<file path="src/sv/tbss_pkg.sv">
// Shared types, constants and helpers for the text buffer search and scroll block.
// Used by tbss_ctrl, tbss_dp, the top level and the port checker.
package tbss_pkg;

  // Storage sizes and derived widths
  localparam int TEXT_DEPTH  = 4096;
  localparam int TEXT_AW     = 12;
  localparam int LEN_W       = 13;
  localparam int LINE_DEPTH  = 1024;
  localparam int LINE_AW     = 10;
  localparam int LC_W        = 11;
  localparam int QUERY_DEPTH = 64;
  localparam int QUERY_AW    = 6;
  localparam int QLEN_W      = 7;
  localparam int QCNT_W      = 13;

  // Byte classes
  localparam logic [7:0] CH_NL     = 8'h0A;
  localparam logic [7:0] CH_SPACE  = 8'h20;
  localparam logic [7:0] CH_PUNC_LO = 8'h2D;
  localparam logic [7:0] CH_PUNC_HI = 8'h3A;
  localparam logic [7:0] CH_UPPER_LO = 8'h41;
  localparam logic [7:0] CH_UPPER_HI = 8'h5A;

  typedef enum logic [2:0] {
    ACT_TEXT      = 3'd0,
    ACT_QUERY     = 3'd1,
    ACT_LINE_UP   = 3'd2,
    ACT_LINE_DOWN = 3'd3,
    ACT_PAGE_UP   = 3'd4,
    ACT_PAGE_DOWN = 3'd5
  } act_e;

  typedef enum logic [2:0] {
    ST_OK          = 3'd0,
    ST_INVALID     = 3'd1,
    ST_UNSUPPORTED = 3'd2,
    ST_CAPACITY    = 3'd3,
    ST_NOT_FOUND   = 3'd4
  } st_e;

  typedef enum logic [3:0] {
    OP_NONE,
    OP_STEP,
    OP_START,
    OP_NEXT_PASS,
    OP_CAND,
    OP_QNEXT,
    OP_POSNEXT,
    OP_HIT,
    OP_MISS,
    OP_LNEXT,
    OP_LDONE,
    OP_RESP
  } dp_op_e;

  typedef enum logic [3:0] {
    S_IDLE,
    S_START,
    S_START2,
    S_CAND,
    S_RD,
    S_CMP,
    S_LRD,
    S_LCMP,
    S_RESP
  } state_e;

  typedef struct packed {
    dp_op_e op;
    logic   ls_use_k;
  } tbss_cmd_t;

  typedef struct packed {
    logic step_search;
    logic step_result;
    logic cand_ok;
    logic pass1_ok;
    logic cmp_eq;
    logic q_last;
    logic k_lt;
    logic ls_le;
    logic out_blocked;
  } tbss_sts_t;

  function automatic logic byte_ok(input logic [7:0] c);
    return (c == CH_NL) || (c == CH_SPACE) ||
           (c >= CH_PUNC_LO && c <= CH_PUNC_HI) ||
           (c >= CH_UPPER_LO && c <= CH_UPPER_HI);
  endfunction

endpackage

</file>
<file path="src/sv/tbss_ctrl.sv">
// Controller state machine: sequences item steps, substring search and line lookup.
// Depends on tbss_pkg; drives tbss_dp through command and status structs.
module tbss_ctrl (
  input  logic               clk_i,
  input  logic               rst_ni,
  input  logic               accept_i,
  input  tbss_pkg::tbss_sts_t sts_i,
  output tbss_pkg::tbss_cmd_t cmd_o,
  output logic               idle_o
);
  import tbss_pkg::*;

  state_e state_q, state_d;

  // State register
  always_ff @(posedge clk_i or negedge rst_ni) begin
    if (!rst_ni) begin
      state_q <= S_IDLE;
    end else begin
      state_q <= state_d;
    end
  end

  // Next state and commands
  always_comb begin
    state_d        = state_q;
    cmd_o.op       = OP_NONE;
    cmd_o.ls_use_k = 1'b0;
    idle_o         = 1'b0;
    case (state_q)
      S_IDLE: begin
        idle_o = 1'b1;
        if (accept_i) begin
          cmd_o.op = OP_STEP;
          if (sts_i.step_search) state_d = S_START;
          else if (sts_i.step_result) state_d = S_RESP;
        end
      end
      // line start of the top line is read here
      S_START: state_d = S_START2;
      S_START2: begin
        cmd_o.op = OP_START;
        state_d  = S_CAND;
      end
      S_CAND: begin
        if (sts_i.cand_ok) begin
          cmd_o.op = OP_CAND;
          state_d  = S_RD;
        end else if (sts_i.pass1_ok) begin
          cmd_o.op = OP_NEXT_PASS;
        end else begin
          cmd_o.op = OP_MISS;
          state_d  = S_RESP;
        end
      end
      S_RD: state_d = S_CMP;
      S_CMP: begin
        if (!sts_i.cmp_eq) begin
          cmd_o.op = OP_POSNEXT;
          state_d  = S_CAND;
        end else if (sts_i.q_last) begin
          cmd_o.op = OP_HIT;
          state_d  = S_LRD;
        end else begin
          cmd_o.op = OP_QNEXT;
          state_d  = S_RD;
        end
      end
      S_LRD: begin
        cmd_o.ls_use_k = 1'b1;
        if (sts_i.k_lt) begin
          state_d = S_LCMP;
        end else begin
          cmd_o.op = OP_LDONE;
          state_d  = S_RESP;
        end
      end
      S_LCMP: begin
        cmd_o.ls_use_k = 1'b1;
        if (sts_i.ls_le) begin
          cmd_o.op = OP_LNEXT;
          state_d  = S_LRD;
        end else begin
          cmd_o.op = OP_LDONE;
          state_d  = S_RESP;
        end
      end
      S_RESP: begin
        cmd_o.op = OP_RESP;
        state_d  = S_IDLE;
      end
      default: state_d = S_IDLE;
    endcase
  end

endmodule

</file>
<file path="config.mk">
export PLATFORM = sky130hd
export DESIGN_NAME = tbss_ctrl
export DESIGN_NICKNAME = d
export VERILOG_FILES = /design/src/sv/tbss_pkg.sv /design/src/sv/tbss_ctrl.sv
export SDC_FILE = /design/constraint.sdc
export NUM_CORES = 1
export LEC_CHECK = 0
export ABC_AREA = 1
export BUFFER_PORTS_ARGS = -buffer_cell sky130_fd_sc_hd__buf_4
export CORE_AREA = 3 3 40 42
export CTS_BUF_LIST = sky130_fd_sc_hd__clkbuf_4 sky130_fd_sc_hd__clkbuf_8
export CTS_CLUSTER_SIZE = 30
export DETAILED_ROUTE_END_ITERATION = 8
export DIE_AREA = 0 0 43 45
export MAX_ROUTING_LAYER = met4
export PLACE_DENSITY = 0.62
export SYNTH_ARGS = -nofsm -noshare
export SYNTH_HDL_FRONTEND = slang
export SYNTH_SLANG_ARGS = --single-unit
</file>
<file path="constraint.sdc">
create_clock -name clk_i -period 2.45 [get_ports clk_i]
set_input_delay 0.245 -clock clk_i [delete_from_list [all_inputs] [get_ports clk_i]]
set_output_delay 0.245 -clock clk_i [all_outputs]
set_load 0.005 [all_outputs]
</file>
# [Word level (Yosys, flattened, before mapping)]
# Index checks and enable logic that the tools add are counted.
[classes] eq_ne=11 muxes=20 n_reduce_logical=3
[op_table] cell="$mux 4" count=10
[op_table] cell="$pmux 4 s8" count=1
[op_table] cell="$pmux 4 s7" count=1
[op_table] cell="$eq 4x3->1 const B" count=4
[op_table] cell="$eq 4x2->1 const B" count=2
[op_table] cell="$mux 2" count=4
[op_table] cell="$ne 3x3->1 const B" count=2
[op_table] cell="$eq 4x1->1 const B" count=1
[op_table] cell="$eq 4x4->1 const B" count=1
[op_table] cell="$logic_not 4->1" count=1
[op_table] cell="$mux 1" count=3
[op_table] cell="$mux 3" count=1
[op_table] cell="$reduce_and 3->1" count=1
[op_table] cell="$ne 2x2->1 const B" count=1
[op_table] cell="$reduce_or 2->1" count=1
[word_totals] regBits=4 input_bits=12 output_inout_bits=6 word_cells=35

# [Longest topological paths before layout]
[logic_depth] word_depth=4 mapped_depth=8 depth_no_buf=8

# [Worst setup path before layout]
# Ideal clock, no wire load.
[synth_timing] path_kind="register to output" start="reg state_q[3]" end="out cmd_o[1] (netlist name)" arrival_time_ns=0.965 path_slack_ns=1.240 stages_incl_launch_ff=6 path_buffers=0 path_cell_list="dfrtp_1 > nor2_4 > nand2_1 > nor2_1 > nor2_1 > o211ai_1"
[synth_lines] item="from (decl)" line="tbss_ctrl.sv:13" source="state_e state_q, state_d;"
[synth_lines] item="from (signal assigned)" line="tbss_ctrl.sv:20" source="state_q <= state_d;"
[synth_lines] item="to (decl)" line="tbss_ctrl.sv:8" source="output tbss_pkg::tbss_cmd_t cmd_o,"

==> results by group <==
Critical path
  – CP cell instances: nor2_2 > nand3_1 > nand2_1 > nor2_1 > o211ai_1 > buf_4
  – CP arrival: between 1 and 1.5 ns
  – CP Class: flop to primary output
  – Worst EP required: 2.20 ns
  – Critical Path End Type: primary output
  – Critical R2R Launch: state_q[1]
  – R2R depth: 6
  – Worst reg2reg endpoint: state_q[0]
  – Max incr delay on CP: ~0.42 ns
  – Worst reg2reg setup slack: 1.18 ns
  – CP startpoint: state_q[1]
  – Startpoint types: flop
  – Slowest-stage cell, CP: dfrtp_1
  – Crit-path max FO: 6

Synth
  – Compound-Gate Fraction of Synth Area: 0.0922
  – Yosys top cell by area: dfrtp_1
  – Simple-gate share of the synthesized area: 0.573
  – Largest family of logic cells by synthesized area: simple AND/OR/NAND/NOR gates
  – Synth area leaders: dfrtp_1, nand2_1, nand3_1
  – Asr flop ratio synth: 1.00
  – Share of the synthesized area in the top cell type: 0.231
  – Syn avg cell area: 6.03 um2
  – Post-synthesis mux area share: 0
  – Adder-cell share of the synthesized area: 0
  – Post-synth top cells: nand2_1, nor2_1, inv_1
  – #FFs+latches synth: 4
  – Synthesized-area fraction occupied by xor and xnor cells: 0
  – Post-synth EDFFs: 0
  – Post-Synthesis Cells: 72
  – Seq/Total Area, Yosys: 0.231
  – Most numerous cell in the Yosys netlist: nand2_1
  – Mapped cell area: 434 um2
  – Warnings from Yosys: 0
  – Predominant post-synthesis flop cell: dfrtp_1
  – Library cells used by synthesis: 19
  – Syn Nets: 84

Clocking
  – Post-CTS Setup Bufs: 0
  – Reg clk slew, reported paths: 0.04 ns
  – Hold Buf Count CTS: 1
  – Post-CTS Resized: 0
  – CTS root buf: clkbuf_4
  – Worst skew pair latency: 0.23 ns
  – TritonCTS clock tree: done
  – Total CTS buffers: 3
  – Clock Path Buffers: 2
  – CTS H-Tree Depth: 1
  – CTS Sinks: 4

Layout
  – Max FFs per register: 4
  – Layout cells sized above 1: 0.359
  – Non-filler cells, final: 107
  – Post-Layout Inst Area: 606 um2
  – Biggest register: state_q
  – Largest regs: state_q x4
  – Final #Nets: between 100 and 150
  – Area grow syn2layout: 39.5%
  – ANT cells: 0

Detailed routing
  – Final wirelength: 1060 um
  – Initial drt markers: 3
  – 1st-pass router iterations: 2
  – Vias per std cell: 4.67
  – Antenna Nets Post-Route: 0
  – Drt wl/cell: just under 10 um
  – DRC viols: 0
  – DR vias: 500

Status
  – Outcome: complete, no violations

Power and ir drop
  – Pwr dens: 1170 nW/um2
  – Power Total: 706 uW
  – VDD IR max: 663 uV
  – Leak: 0.000352 uW

Hold path
  – Hold Path End: state_q[2]
  – Hold path depth: 3
  – Min-delay src: sts_i[6]
  – Hold crit path type: input pin to flop

Floorplan
  – Die width: 43 um
  – Die Area: 1940 um2
  – I/O pin cnt: 18
  – Placeable Area: 1280 um2
  – Initial core utilization: 0.338
  – Chip height: 45 um
  – Rows: 13

Global route
  – Vias in the first global route: 445
  – Total track usage: 0.135
  – GRT overflow: 0
  – Initial antenna violation count: 0
  – First-pass GRT wire length: 1780 um
  – Largest net degree at the start of global routing: 9

Timing
  – Slew @ Worst Pin: 0.266 ns
  – Slew Limit Headroom: 0.822
  – Layout Skew: ~0.00099 ns
  – Hold WS: 0.297 ns
  – Final Hold Vio Count: 0
  – Slew Viols, Final: 0
  – Fin crit period: 1.72 ns
  – RSZ-0062 raised after global routing: false
  – Fin Setup TNS: 0 ns
  – Setup-failing EPs final: 0
  – Period utilization: 0.701
  – Fmax: between 500 and 600 MHz

Place
  – Placed Cells: a little over 100
  – DP Wirelength: 877 um
  – DP Area: 573 um2
  – PortBufs: 16
  – Final GP Congestion: just over 0.8

Job
  – Max-cap check violation count: 0
[metal layers]
metal	GRT usage	up-vias	routed length, um
met4	0.0723	0	12
met2	0.204	15	486
met3	0.0518	2	71
met1	0.155	211	485
met5	-	-	0
li1	-	272	-
[area by class of cell]
type	count	area [um2]
tap	15	18.8
clock buffer	3	22.5
multi-input combinational	56	289
sequential	4	100
inverter	12	45.0
timing repair buffer	17	130
fill	149	679
[power breakdown]
part | leakage (uW) | switching (uW) | total (uW) | internal, uW
Combinational | 0.000286 | 272 | 481 | 208
Sequential | 0.0000523 | 45.7 | 145 | 99.4
Clock | 0.0000138 | 25.7 | 80.4 | 54.7
Total | 0.000352 | 344 | 706 | 362
[cells in the final DEF, fill, tap and decap left out, types with 2 or more instances in the layout]
| cell type | instances |
|---|---|
| inv_1 | 8 |
| a21oi_1 | 2 |
| dfrtp_1 | 4 |
| nand2_1 | 17 |
| nor2_2 | 4 |
| nor2_1 | 9 |
| clkbuf_4 | 3 |
| nand3b_1 | 2 |
| o21ai_0 | 2 |
| buf_4 | 16 |
| nand3_1 | 7 |
| nand2_2 | 3 |
| inv_2 | 3 |
| o211ai_1 | 2 |
| nor2_4 | 2 |
| nand4_1 | 2 |
[critical path: cells and delay by family, from the launching register on]
| kind | cells | cell delay [ns] |
|---|---|---|
| simple gates | 4 | 0.60 |
| flops | 1 | 0.42 |
| buf+inv | 1 | 0.14 |
| compound gates | 1 | 0.08 |
[how the worst max path moves through the flow]
| stage | endpoint | slack, ns | cells past startpoint |
|---|---|---|---|
| finish | cmd_o[1] | 0.73 | 6 |
| global route | cmd_o[1] | 0.64 | 6 |
| CTS | cmd_o[1] | 0.73 | 6 |
| detailed placement | cmd_o[1] | 0.99 | 6 |
| global placement | cmd_o[1] | 0.99 | 6 |
| floorplan | cmd_o[1] | 1.24 | 5 |
[stage by stage]
step	utilization	setup WS, ns
detailed placement	0.446	0.994
global placement	0.446	0.986
finish	0.471	0.733
global route	0.471	0.642
floorplan	-	1.24
CTS	0.471	0.730
[cell families after synthesis]
logic type | count (synthesis)
AO/OA/AOI/OAI | 7
flip-flops | 4
buffers and inverters | 12
AND/OR/NAND/NOR | 49
No activity file was read; power rests on OpenSTA's default activity.
